===== src/two_button_debounce_chord_defines.svh =====
// Assertion macros used by the debouncer core (tbdc_core).
`ifndef TWO_BUTTON_DEBOUNCE_CHORD_DEFINES_SVH
`define TWO_BUTTON_DEBOUNCE_CHORD_DEFINES_SVH

`ifndef NO_ASSERTIONS
`define TBDC_ASSERT_IMP(label, clk, rst, ante, cons) \
  label: assert property (@(posedge clk) disable iff (rst) (ante) |-> (cons)) \
    else $error("assertion failed");
`define TBDC_ASSERT_NXT(label, clk, rst, ante, cons) \
  label: assert property (@(posedge clk) disable iff (rst) (ante) |=> (cons)) \
    else $error("assertion failed");
`else
`define TBDC_ASSERT_IMP(label, clk, rst, ante, cons)
`define TBDC_ASSERT_NXT(label, clk, rst, ante, cons)
`endif

`endif


===== src/tbdc_pkg.sv =====
`timescale 1ns / 1ps
package tbdc_pkg;

  localparam logic       REG_DIVIDER_RELOAD   = 1'b0;
  localparam logic       REG_FILTER_LIMIT     = 1'b1;
  localparam logic [7:0] DIVIDER_RELOAD_RESET = 8'd10;
  localparam logic [7:0] FILTER_LIMIT_RESET   = 8'd5;

  typedef struct packed {
    logic tick;
    logic up_level;
    logic down_level;
  } in_item_t;

  typedef struct packed {
    logic up_held;
    logic down_held;
    logic open_pulse;
    logic close_pulse;
    logic toggle_pulse;
    logic chord_held;
  } out_item_t;

  typedef struct packed {
    logic [7:0] divider_reload;
    logic [7:0] filter_limit;
  } cfg_t;

endpackage


===== src/tbdc_in_reg.sv =====
`timescale 1ns / 1ps
module tbdc_in_reg (
  input  logic              clk,
  input  logic              rst,
  input  logic              in_valid,
  output logic              in_ready,
  input  tbdc_pkg::in_item_t in_data,
  output logic              s_valid,
  input  logic              s_ready,
  output tbdc_pkg::in_item_t s_data
);
  import tbdc_pkg::*;

  assign in_ready = !s_valid || s_ready;

  always_ff @(posedge clk) begin
    if (rst) begin
      s_valid <= 1'b0;
    end else if (in_ready) begin
      s_valid <= in_valid;
    end
  end

  always_ff @(posedge clk) begin
    if (in_valid && in_ready) begin
      s_data <= in_data;
    end
  end

endmodule


===== src/tbdc_core.sv =====
`timescale 1ns / 1ps
`include "two_button_debounce_chord_defines.svh"
module tbdc_core (
  input  logic               clk,
  input  logic               rst,
  input  tbdc_pkg::cfg_t     cfg,
  input  logic               s_valid,
  output logic               s_ready,
  input  tbdc_pkg::in_item_t s_data,
  output logic               out_valid,
  input  logic               out_ready,
  output tbdc_pkg::out_item_t out_data
);
  import tbdc_pkg::*;

  logic [7:0] divider_count, up_count, down_count;
  logic       up_state, down_state, up_edge_seen, down_edge_seen;
  logic       chord_edge_seen, both_counting;

  logic [7:0] divider_dec, divider_count_next, up_count_next, down_count_next;
  logic       update;
  logic       up_state_next, down_state_next, up_edge_seen_next, down_edge_seen_next;
  logic       chord_edge_seen_next, both_counting_next;
  logic       open_p, close_p, toggle_p;
  logic       load;

  function automatic logic [7:0] integrate(logic [7:0] cnt, logic pressed, logic [7:0] limit);
    logic [7:0] r;
    r = cnt;
    if (pressed) begin
      if (cnt < limit) r = cnt + 8'd1;
    end else if (cnt != 8'd0) begin
      r = cnt - 8'd1;
    end
    return r;
  endfunction

  assign s_ready = !out_valid || out_ready;
  assign load    = s_valid && s_ready;

  always_comb begin
    divider_dec = (s_data.tick && divider_count != 8'd0) ? divider_count - 8'd1
                                                         : divider_count;
    update             = (divider_dec == 8'd0);
    divider_count_next = update ? cfg.divider_reload : divider_dec;
    up_count_next      = update ? integrate(up_count, s_data.up_level, cfg.filter_limit)
                                : up_count;
    down_count_next    = update ? integrate(down_count, s_data.down_level, cfg.filter_limit)
                                : down_count;

    up_state_next     = up_state;
    up_edge_seen_next = up_edge_seen;
    open_p            = 1'b0;
    if (up_count_next == cfg.filter_limit) begin
      up_state_next = 1'b1;
      if (!up_edge_seen && !both_counting) begin
        up_edge_seen_next = 1'b1;
        open_p            = 1'b1;
      end
    end else if (up_count_next == 8'd0) begin
      up_state_next     = 1'b0;
      up_edge_seen_next = 1'b0;
    end

    down_state_next     = down_state;
    down_edge_seen_next = down_edge_seen;
    close_p             = 1'b0;
    if (down_count_next == cfg.filter_limit) begin
      down_state_next = 1'b1;
      if (!down_edge_seen && !both_counting) begin
        down_edge_seen_next = 1'b1;
        close_p             = 1'b1;
      end
    end else if (down_count_next == 8'd0) begin
      down_state_next     = 1'b0;
      down_edge_seen_next = 1'b0;
    end

    both_counting_next = (up_count_next != 8'd0) && (down_count_next != 8'd0);

    chord_edge_seen_next = chord_edge_seen;
    toggle_p             = 1'b0;
    if (up_state_next && down_state_next) begin
      if (!chord_edge_seen) begin
        chord_edge_seen_next = 1'b1;
        toggle_p             = 1'b1;
      end
    end else if (!up_state_next && !down_state_next) begin
      chord_edge_seen_next = 1'b0;
    end
  end

  always_ff @(posedge clk) begin
    if (rst) begin
      divider_count   <= DIVIDER_RELOAD_RESET;
      up_count        <= 8'd0;
      down_count      <= 8'd0;
      up_state        <= 1'b0;
      down_state      <= 1'b0;
      up_edge_seen    <= 1'b0;
      down_edge_seen  <= 1'b0;
      chord_edge_seen <= 1'b0;
      both_counting   <= 1'b0;
      out_valid       <= 1'b0;
    end else begin
      if (load) begin
        divider_count   <= divider_count_next;
        up_count        <= up_count_next;
        down_count      <= down_count_next;
        up_state        <= up_state_next;
        down_state      <= down_state_next;
        up_edge_seen    <= up_edge_seen_next;
        down_edge_seen  <= down_edge_seen_next;
        chord_edge_seen <= chord_edge_seen_next;
        both_counting   <= both_counting_next;
      end
      if (s_ready) begin
        out_valid <= s_valid;
      end
    end
  end

  always_ff @(posedge clk) begin
    if (load) begin
      out_data.up_held      <= up_state_next;
      out_data.down_held    <= down_state_next;
      out_data.open_pulse   <= open_p;
      out_data.close_pulse  <= close_p;
      out_data.toggle_pulse <= toggle_p;
      out_data.chord_held   <= chord_edge_seen_next;
    end
  end

  `TBDC_ASSERT_IMP(a_up_edge_held, clk, rst, up_edge_seen, up_state)
  `TBDC_ASSERT_IMP(a_chord_needs_held, clk, rst, chord_edge_seen, up_state || down_state)
  `TBDC_ASSERT_IMP(a_open_with_held, clk, rst, out_valid && out_data.open_pulse,
                   out_data.up_held)
  `TBDC_ASSERT_NXT(a_open_marks_edge, clk, rst, load && open_p, up_edge_seen)

endmodule


===== src/two_button_debounce_chord.sv =====
`timescale 1ns / 1ps
// Two-button debouncer with chord detection.
// Input channel (in_valid/in_ready/in_data): one transaction per handler pass,
// carrying the millisecond tick flag and the up and down pin levels.
// Output channel (out_valid/out_ready/out_data): exactly one result transaction
// per input transaction, in order: debounced held states, open/close press
// pulses, toggle pulse and chord held flag.
// Path: input register, then the update logic into the result register.
// Throughput: one transaction per cycle while out_ready stays high; the state
// update between the two registers is combinational.
// Configuration: cfg_wr_en/cfg_index/cfg_data write divider_reload (index 0)
// and filter_limit (index 1); write only while no transaction is in flight.
// Reset (rst, synchronous): divider_reload 10, filter_limit 5, divider counter
// loaded with 10, button counters and flags cleared, both channels empty.
// When the receiver stalls, the result register holds and one further
// transaction is taken into the input register; in_ready then drops.
module two_button_debounce_chord (
  input  logic                clk,
  input  logic                rst,
  input  logic                in_valid,
  output logic                in_ready,
  input  tbdc_pkg::in_item_t  in_data,
  output logic                out_valid,
  input  logic                out_ready,
  output tbdc_pkg::out_item_t out_data,
  input  logic                cfg_wr_en,
  input  logic                cfg_index,
  input  logic [7:0]          cfg_data
);
  import tbdc_pkg::*;

  cfg_t     cfg;
  logic     s_valid, s_ready;
  in_item_t s_data;

  always_ff @(posedge clk) begin
    if (rst) begin
      cfg.divider_reload <= DIVIDER_RELOAD_RESET;
      cfg.filter_limit   <= FILTER_LIMIT_RESET;
    end else if (cfg_wr_en) begin
      case (cfg_index)
        REG_DIVIDER_RELOAD: cfg.divider_reload <= cfg_data;
        REG_FILTER_LIMIT:   cfg.filter_limit   <= cfg_data;
        default: ;
      endcase
    end
  end

  tbdc_in_reg u_in_reg (
    .clk      (clk),
    .rst      (rst),
    .in_valid (in_valid),
    .in_ready (in_ready),
    .in_data  (in_data),
    .s_valid  (s_valid),
    .s_ready  (s_ready),
    .s_data   (s_data)
  );

  tbdc_core u_core (
    .clk       (clk),
    .rst       (rst),
    .cfg       (cfg),
    .s_valid   (s_valid),
    .s_ready   (s_ready),
    .s_data    (s_data),
    .out_valid (out_valid),
    .out_ready (out_ready),
    .out_data  (out_data)
  );

endmodule


===== config.mk =====
export PLATFORM = sky130hd
export DESIGN_NAME = two_button_debounce_chord
export DESIGN_NICKNAME = d
export VERILOG_FILES = /design/src/tbdc_pkg.sv /design/src/tbdc_in_reg.sv /design/src/tbdc_core.sv /design/src/two_button_debounce_chord.sv
export VERILOG_INCLUDE_DIRS = /design/src /design/src/src
export SDC_FILE = /design/constraint.sdc
export NUM_CORES = 1
export LEC_CHECK = 0
export BUFFER_PORTS_ARGS = -buffer_cell sky130_fd_sc_hd__buf_2
export CAP_MARGIN = 20
export CORE_ASPECT_RATIO = 0.8
export CORE_MARGIN = 3
export CORE_UTILIZATION = 45
export CTS_CLUSTER_DIAMETER = 120
export DETAILED_ROUTE_END_ITERATION = 6
export SLEW_MARGIN = 25
export SYNTH_ARGS = -nofsm -noshare
export SYNTH_HDL_FRONTEND = slang
export SYNTH_SLANG_ARGS = --single-unit

===== constraint.sdc =====
create_clock -name clk -period 4.61 [get_ports clk]
set_clock_uncertainty 0.05 [all_clocks]
set_input_delay 0.922 -clock clk [delete_from_list [all_inputs] [get_ports clk]]
set_output_delay 0.922 -clock clk [all_outputs]
set_load 0.005 [all_outputs]

# Yosys cells after proc, flatten, opt, wreduce, memory -nomap -nowiden
# Cells that the tools add are included.
[word_totals]
out_inout_bits = 8
input_bits = 17
regBits = 57
elab_cells = 90
[op_classes]
n_eq_ne = 4
order_cmp = 2
n_mux = 25
n_addsub = 5
n_bitwise = 1
reduce_logical = 31
[op_table]
columns = ["op", "count"]
rows = [
  ["8-bit two-way mux", 10],
  ["8-bit nonzero test", 5],
  ["8-bit logical NOT", 3],
  ["8-bit by 1-bit subtractor with 8-bit output (second input constant)", 3],
  ["8-bit by 1-bit adder with 8-bit output (second input constant)", 2],
  ["8-bit == test", 2],
  ["8-bit < comparator", 2],
  ["1-bit two-way mux", 15],
  ["1-bit logical AND", 8],
  ["1-bit logical NOT", 7],
  ["3-bit AND reduction", 2],
  ["2-bit != test (second input constant)", 2],
  ["2-bit AND reduction", 2],
  ["2-bit nonzero test", 2],
  ["1-bit logical OR", 2],
  ["1-bit inverter", 1],
]

# Longest topological paths before layout
# Gate-level depths: netlist (run 1).
[logic_depth]
ltp_word = 12
ltp_mapped = 14
depth_no_buf = 12

# Hierarchy
# Synthesis (run 1) repeated with hierarchy kept, for this count alone.
[unflattened]
cells_unflattened = 593
hier_area_um2 = 4653.2
[by_module_without_submodules]
columns = ["module", "n_inst", "cells_each", "seq_area_each_um2", "area_per_inst_um2"]
rows = [
  ["tbdc_core", 1, 517, 800.8, 3817.4],
  ["two_button_debounce_chord", 1, 68, 320.3, 690.7],
  ["tbdc_in_reg", 1, 8, 110.1, 145.1],
]

# Worst setup path after synthesis (run 1)
# OpenSTA, ideal clock, no wires.
[synth_path]
path_kind = "register to register"
startpoint = "reg u_core.divider_count[0]"
endpoint = "reg u_core.out_data[0] (netlist name)"
stages_incl_launch_ff = 14
required_ns = 4.299
path_buffers = 1
synth_period_minus_slack_ns = 3.524
setup_time_ns = 0.261
t_arrival_ns = 3.213
setup_slack_ns = 1.086
cell_sequence = "dfxtp_1 inv_1 ha_1 nand3b_1 a211o_1 a2111oi_2 nand3_2 buf_6 or3b_4 a22oi_2 o2111ai_2 a32oi_2 inv_2 maj3_2"
[synth_via]
elab_chain_len = 12
elab_cells_between_ends = 21
cone_classes = "add/sub (1); eq/ne (2); mux (9); reduce/logical (9)"
[synth_rtl]
columns = ["item", "line", "rtl"]
rows = [
  ["start, declared", "tbdc_core.sv:16", "logic [7:0] divider_count, up_count, down_count;"],
  ["start signal, assigned", "tbdc_core.sv:107", "divider_count <= divider_count_next;"],
  ["branches (longest 2 deep; another with 8-bit by 1-bit subtractor with 8-bit output)", "-", ""],
  ["8-bit two-way mux *", "tbdc_core.sv:42", "divider_dec = (s_data.tick && divider_count != 8'd0) ? divider_count - 8'd1"],
  ["8-bit logical NOT *", "tbdc_core.sv:44", "update = (divider_dec == 8'd0);"],
  ["8-bit two-way mux *", "tbdc_core.sv:48", "down_count_next = update ? integrate(down_count, s_data.down_level, cfg.filter_limit)"],
  ["8-bit logical NOT", "tbdc_core.sv:74", "end else if (down_count_next == 8'd0) begin"],
  ["1-bit two-way mux", "tbdc_core.sv:74", ""],
  ["1-bit two-way mux *", "tbdc_core.sv:68", "if (down_count_next == cfg.filter_limit) begin"],
  ["named net u_core.down_state_next", "tbdc_core.sv:22", "logic up_state_next, down_state_next, up_edge_seen_next, down_edge_seen_next;"],
  ["1-bit logical NOT", "tbdc_core.sv:88", "end else if (!up_state_next && !down_state_next) begin"],
  ["1-bit logical AND", "tbdc_core.sv:88", ""],
  ["1-bit two-way mux", "tbdc_core.sv:88", ""],
  ["1-bit two-way mux *", "tbdc_core.sv:83", "if (up_state_next && down_state_next) begin"],
  ["named net u_core.chord_edge_seen_next", "tbdc_core.sv:23", "logic chord_edge_seen_next, both_counting_next;"],
]
# Mark *: on every way through the listed nets, which the timed path passes.
# A chain may end at the register's enable or synchronous reset.

# Worst setup path in the final report (run 1)
[layout_path]
startpoint = "reg u_core.divider_count[0]"
endpoint = "reg u_core.out_data[0] (netlist name)"
[layout_via]
elab_chain_len = 12
elab_cells_between_ends = 21
cone_classes = "add/sub (1); eq/ne (2); mux (9); reduce/logical (9)"
[layout_rtl]
columns = ["item", "line", "rtl"]
rows = [
  ["branches (longest 2 deep; another with 8-bit by 1-bit subtractor with 8-bit output)", "-", ""],
  ["8-bit two-way mux *", "tbdc_core.sv:42", ""],
  ["8-bit logical NOT *", "tbdc_core.sv:44", ""],
  ["8-bit two-way mux *", "tbdc_core.sv:46", "up_count_next = update ? integrate(up_count, s_data.up_level, cfg.filter_limit)"],
  ["8-bit logical NOT", "tbdc_core.sv:60", "end else if (up_count_next == 8'd0) begin"],
  ["1-bit two-way mux", "tbdc_core.sv:60", ""],
  ["1-bit two-way mux *", "tbdc_core.sv:54", "if (up_count_next == cfg.filter_limit) begin"],
  ["named net u_core.up_state_next", "tbdc_core.sv:22", ""],
  ["1-bit logical NOT", "tbdc_core.sv:88", ""],
  ["1-bit logical AND", "tbdc_core.sv:88", ""],
  ["1-bit two-way mux", "tbdc_core.sv:88", ""],
  ["1-bit two-way mux *", "tbdc_core.sv:83", ""],
  ["named net u_core.chord_edge_seen_next", "tbdc_core.sv:23", ""],
]
# Marked as above.

==> flow_summary.json, run 1 <==
{
  "finalSetupViolCount": 0,
  "yosysWarnings": 0,
  "cp-start-kind": "flip-flop",
  "hpwl_um": 9610,
  "finalCritPeriodShare": 0.921,
  "syn-num-nets": 598,
  "drive_gt1_frac": 0.119,
  "core_mm2": 0.00919,
  "dieArea_mm2": 0.0108,
  "synth_top_area_cell": "dfxtp_1",
  "vias_per_cell": 6.31,
  "drtPass1Iterations": 6,
  "rsz0062_at_grt": "no",
  "layout-area-overhead-vs-synth_pct": 13.0,
  "syn_inst": 559,
  "ys_seq_elements": 57,
  "antenna_found_initial": 0,
  "die_w_um": 115,
  "fmax_mhz": 236,
  "cp.required_ns": 4.63,
  "grt_max_degree": 41,
  "ys_seq_area_frac": 0.285,
  "p_leak_nw": 1.90,
  "min-delay-path-class": "reg2reg",
  "synth_enable_flop_cells": 9,
  "io_buffer_count": 24,
  "ys.flop_type": "dfxtp_1",
  "drv_slew": 0,
  "globalplace.congestion": 0.940,
  "vdd_drop_max_mv": 0.180,
  "yosys.cell_types.count": 79,
  "worst_pin_slew_ns": 0.716,
  "cts_made_buffers": 9,
  "cp_data_arrival_time_ns": 4.27,
  "cts_root_buffer": "clkbuf_16",
  "fp.dieH_um": 93.6,
  "critPathKind": "reg2reg",
  "drcViolationCount": 0,
  "num-nets-final": 612,
  "overflow": 0,
  "ys_top_cells_by_area": "dfxtp_1 (22%), nand2_1 (6.8%), ha_1 (6.4%)",
  "initial_core_util": 0.469,
  "hold_buffers": 0,
  "cts_sinks": 57,
  "worstPathMaxFanout": 20,
  "cts_setup_buffers": 0,
  "post-route-util": 0.530,
  "cap_viol_max_count": 0,
  "finalSetupTns_ns": 0,
  "end_kind": "flip-flop",
  "clock_latency_ns": 0.33,
  "synth_top_cell_area_share": 0.223,
  "wirelength_um": 13200,
  "netlist_area_mm2": 0.00432,
  "avgSynthCellArea_um2": 7.72,
  "grt_pass1_wl_um": 21600,
  "period_needed_ns": 4.25,
  "cts_max_level": 3,
  "diodes": 0,
  "antenna_left": 0,
  "io_pins": 25,
  "drtIter0Drc": 538,
  "first_global_vias": 4009,
  "max_slew_margin": 0.517,
  "final-hold-violation-count": 0,
  "grt_usage": 0.254,
  "powerDensity_mw_per_mm2": 299,
  "holdWs_ns": 0.420,
  "clkSlewWorstSetupHoldPaths_ns": 0.05,
  "synthArstFlopShare": 0,
  "rows": 31,
  "clockBufferDepth": 2,
  "wl_per_cell_um": 19.0,
  "cts_tree": "done",
  "via_count": 4373,
  "outcome": "finished clean"
}
## layout make-up
| class | count | area, um^2 |
|---|---|---|
| Inverter | 22 | 82.6 |
| Timing Repair Buffer | 38 | 225 |
| Clock inverter | 5 | 78.8 |
| Fill cell | 870 | 4320 |
| Multi-Input combinational cell | 445 | 2870 |
| Tap cell | 115 | 144 |
| Sequential cell | 57 | 1230 |
| Clock buffer | 11 | 243 |
## layout by cell type (no fill, tap or decap), types with 3 or more instances in the layout
cell / Yosys / layout
edfxtp_1: 9 / 9
a21o_1: 5 / 5
a41oi_1: 4 / 4
dfxtp_1: 48 / 48
o31ai_1: 8 / 8
or3_1: 10 / 10
and2_1: 7 / 7
clkbuf_16: 0 / 9
o21a_1: 7 / 7
a311oi_1: 5 / 5
o21ai_1: 3 / 3
mux2i_1: 3 / 3
nand3_1: 23 / 23
inv_1: 21 / 21
o31a_1: 3 / 3
o211a_1: 5 / 5
nor3_1: 14 / 14
nor2b_1: 7 / 7
nand2b_1: 7 / 7
a31oi_1: 8 / 8
o21ai_0: 28 / 28
a211oi_1: 9 / 9
and3_1: 7 / 7
nor2_1: 44 / 44
xor2_1: 4 / 4
buf_2: 4 / 24
buf_4: 0 / 14
o22ai_1: 3 / 3
xnor2_1: 11 / 11
a211o_1: 5 / 5
o211ai_1: 5 / 5
nand2_1: 78 / 78
o21bai_1: 3 / 3
ha_1: 22 / 22
nand4_1: 10 / 10
a2bb2oi_1: 3 / 3
a21oi_1: 44 / 44
## timing repair
action | CTS | global route
endpoints found under the setup margin | 0 | 3
endpoints found under the hold margin | 0 | 0
gates resized for setup | 0 | 1
## metrics by stage
step	instances	worst slack (ns)	power (mW)	area [um^2]
3_5_place_dp	677	0.254	0.742	4540
3_3_place_gp	677	0.480	0.739	4540
4_1_cts	693	0.217	1.47	4860
6_report	693	0.364	1.46	4870
2_1_floorplan	559	1.09	0.681	4320
5_1_grt	693	0.0502	1.52	4870
## registers in the layout, indices dropped and copies added (netlist names)
name,flops
u_core.divider_count,8
u_core.up_count,8
u_core.both_counting,1
cfg,16
u_core.out_data,6
u_core.up_edge_seen,1
u_in_reg.s_valid,1
u_core.out_valid,1
u_core.down_edge_seen,1
u_in_reg.s_data,3
u_core.up_state,1
u_core.down_state,1
u_core.chord_edge_seen,1
u_core.down_count,8
## logic make-up after synthesis
group,synth area share
mux,0.0122
buf+inv,0.0525
flops,0.285
simple gates,0.248
xor+xnor,0.0304
fa+ha+maj,0.0664
compound gates,0.305
## synth_stat cells (all sizes together) (4+ instances only)
| cell type | n |
|---|---|
| nand3 | 24 |
| dfxtp | 48 |
| nand2b | 7 |
| a2111oi | 4 |
| a211oi | 9 |
| mux2i | 4 |
| buf | 8 |
| o211ai | 5 |
| xnor2 | 11 |
| a211o | 5 |
| or3 | 10 |
| ha | 22 |
| and3 | 7 |
| nor3 | 14 |
| o21a | 7 |
| a21o | 5 |
| a311oi | 5 |
| a21oi | 45 |
| inv | 22 |
| nor2b | 7 |
| and2 | 7 |
| o31ai | 9 |
| nand4 | 10 |
| o21ai | 31 |
| a31oi | 8 |
| o211a | 5 |
| nor2 | 44 |
| clkbuf | 27 |
| xor2 | 4 |
| a41oi | 4 |
| edfxtp | 9 |
| nand2 | 78 |
## report_power, final
part	internal, mW	total [mW]	switching (mW)
Combinational	0.0735	0.187	0.114
Sequential	0.524	0.550	0.0261
Clock	0.486	0.722	0.237
Total	1.08	1.46	0.376
## critical path, stage by stage (launching register included)
cell	delay, ns
dfxtp_1	0.35
inv_1	0.13
ha_1	0.19
or4b_4	0.48
o41a_4	0.41
mux2i_4	0.27
and3_1	0.68
and3_1	0.26
a31oi_1	0.05
nor3b_1	0.37
a41o_1	0.30
nand2_1	0.12
maj3_2	0.32
## final timing paths
check	from	to	slack [ns]	cells past startpoint
worst max register to register	u_core.divider_count[0]	u_core.out_data[0]	0.36	12
worst min register to register	cfg[13]	cfg[13]	0.42	2
worst min-delay path	cfg[13]	cfg[13]	0.42	2
worst max-delay path	u_core.divider_count[0]	u_core.out_data[0]	0.36	12
## metal layers
| metal | GRT usage | share of wire | vias to the layer above |
|---|---|---|---|
| li1 | - | - | 2104 |
| met1 | 0.388 | 0.48 | 2007 |
| met2 | 0.351 | 0.41 | 229 |
| met3 | 0.0550 | 0.097 | 33 |
| met4 | 0.0792 | 0.021 | 0 |
| met5 | 0 | 0 | - |
No activity file was read; power rests on OpenSTA's default activity.
==> run 2: changes to the inputs <==
CTS_BUF_LIST = sky130_fd_sc_hd__clkbuf_16   (was unset)
TNS_END_PERCENT = 1   (was unset)
==> flow_summary.json, run 2 (synthesized netlist as in run 1, its figures left out) <==
{
  "critPathKind": "reg2reg",
  "dieArea_mm2": 0.0108,
  "cp_cell_sequence": "inv_1 -> ha_1 -> or4b_4 -> o41a_4 -> mux2i_4 -> and3_1 -> and3_1 -> a31oi_1 -> nor3b_1 -> a41o_1 -> nand2_1 -> maj3_2",
  "diodes": 0,
  "drive_gt1_frac": 0.118,
  "drtIter0Drc": 557,
  "fp.dieH_um": 93.6,
  "vias_per_cell": 6.31,
  "crit_top_cell": "and3_1",
  "seqPwrFrac": 0.382,
  "antenna_left": 0,
  "final_common_cell": "nand2_1",
  "core_mm2": 0.00919,
  "final-hold-violation-count": 0,
  "via_count": 4374,
  "drtPass1Iterations": 6,
  "finalSetupViolCount": 0,
  "period_needed_ns": 4.26,
  "p_switching_uw": 376,
  "layout-area-overhead-vs-synth_pct": 12.7,
  "largest_register": "cfg",
  "hold_buffers": 0,
  "top_layer_used": "met4",
  "grt_usage": 0.254,
  "reg2regPathDepth": 12,
  "worstPathMaxFanout": 20,
  "r2r-start": "u_core.divider_count[0]",
  "finalSetupTns_ns": 0,
  "clock_latency_ns": 0.33,
  "wl_met2_um": 5460,
  "largest_reg_flops": 16,
  "clockBufferDepth": 2,
  "rsz0062_at_grt": "no",
  "drcViolationCount": 0,
  "vdd_drop_max_mv": 0.179,
  "clockPowerShare": 0.488,
  "worst_pin_slew_ns": 0.724,
  "io_buffer_count": 24,
  "min-delay-path-class": "reg2reg",
  "max_slew_margin": 0.511,
  "wl_per_cell_um": 19.0,
  "clkSlewWorstSetupHoldPaths_ns": 0.05,
  "globalplace.congestion": 0.940,
  "final_cell_mix": "nand2_1 (78), dfxtp_1 (48), nor2_1 (44), a21oi_1 (44), o21ai_0 (28)",
  "powerDensity_mw_per_mm2": 296,
  "total_power_mw": 1.44,
  "wirelength_um": 13200,
  "cp.required_ns": 4.63,
  "p_int_mw": 1.06,
  "drv_slew": 0,
  "whs_path_depth": 2,
  "cap_viol_max_count": 0,
  "grt_max_degree": 41,
  "cts_made_buffers": 9,
  "cp_data_arrival_time_ns": 4.28,
  "io_pins": 25,
  "cp_slowest_cell": "and3_1",
  "p_leak_nw": 1.90,
  "cts_tree": "done",
  "rrSetupSlack_ns": 0.35,
  "fmax_mhz": 235,
  "antenna_found_initial": 0,
  "cp-start-kind": "flip-flop",
  "cts_sinks": 57,
  "overflow": 0,
  "finalCritPeriodShare": 0.924,
  "crit_buf_inv": 1,
  "die_w_um": 115,
  "crit_family": "simple AND/OR/NAND/NOR gates",
  "initial_core_util": 0.469,
  "min_to": "cfg[13]",
  "rows": 31,
  "hpwl_um": 9610,
  "outcome": "finished clean",
  "grt_pass1_wl_um": 21600,
  "cts_max_level": 3,
  "min_from": "cfg[13]",
  "reg2reg_to": "u_core.out_data[0]",
  "first_global_vias": 4009,
  "post-route-util": 0.529,
  "end_kind": "flip-flop",
  "p_comb_frac": 0.130,
  "num-nets-final": 612,
  "routed-wl-met3_um": 1280,
  "cts_root_buffer": "clkbuf_16",
  "sw_frac_of_total": 0.261,
  "met1_length_um": 6190,
  "max_stage_delay_ns": 0.69
}
==> run 2: cell types whose count changed in the layout (fill, tap and decap cells not counted), sizes merged <==
cell and delta:
clkbuf -2, inv +1, clkinv +1
==> run 2: worst reg2reg max path, cell delays in order, from the launching register on <==
cell     delay (ns)
dfxtp_1        0.35
inv_1          0.13
ha_1           0.19
or4b_4         0.48
o41a_4         0.41
mux2i_4        0.27
and3_1         0.69
and3_1         0.27
a31oi_1        0.05
nor3b_1        0.37
a41o_1         0.30
nand2_1        0.12
maj3_2         0.32
==> run 2: final cells by class <==
cell class / instances / area (um^2)
clock buffer: 9 / 225
fill: 871 / 4330
multi-input combinational: 445 / 2870
timing repair buffer: 38 / 225
tap: 115 / 144
clock inverter: 7 / 86.3
inverter: 22 / 82.6
sequential: 57 / 1230
==> run 2: worst max-delay path by stage <==
| stage | startpoint | to | slack [ns] | cells after the start |
|---|---|---|---|---|
| global placement | u_core.divider_count[0] | u_core.out_data[0] | 0.48 | 12 |
| floorplan | u_core.divider_count[0] | u_core.out_data[0] | 1.09 | 13 |
| global route | u_core.divider_count[0] | u_core.out_data[0] | 0.05 | 12 |
| detailed placement | u_core.divider_count[0] | u_core.out_data[0] | 0.25 | 12 |
| CTS | u_core.divider_count[0] | u_core.out_data[0] | 0.22 | 12 |
| finish | u_core.divider_count[0] | u_core.out_data[0] | 0.35 | 12 |
==> run 2: through the flow <==
| step | setup WS (ns) | hold WS, ns | cell area (um^2) | cells |
|---|---|---|---|---|
| floorplan | 1.09 | 0.387 | 4320 | 559 |
| global placement | 0.480 | 0.402 | 4540 | 677 |
| detailed placement | 0.254 | 0.410 | 4540 | 677 |
| CTS | 0.217 | 0.418 | 4850 | 693 |
| global route | 0.0505 | 0.444 | 4860 | 693 |
| finish | 0.352 | 0.418 | 4860 | 693 |
==> run 2: power groups by stage <==
stage	registers (mW)	clock network, mW	logic [mW]
after global placement	0.559	0	0.181
final	0.550	0.703	0.187
after global routing	0.551	0.737	0.208
after detailed placement	0.559	0	0.183
after CTS	0.548	0.717	0.184
after floorplan	0.544	0	0.137
==> run 2: what timing repair did <==
action | in CTS | in global routing
setup endpoints to repair | 0 | 3
resized for setup | 0 | 1
buffers inserted | 0 | 0
hold endpoints to repair | 0 | 0
==> run 2: routing by layer <==
layer  track usage  up-vias
met5             0        -
met4        0.0792        0
met3        0.0550       21
met2         0.351      233
met1         0.388     2017
li1              -     2103
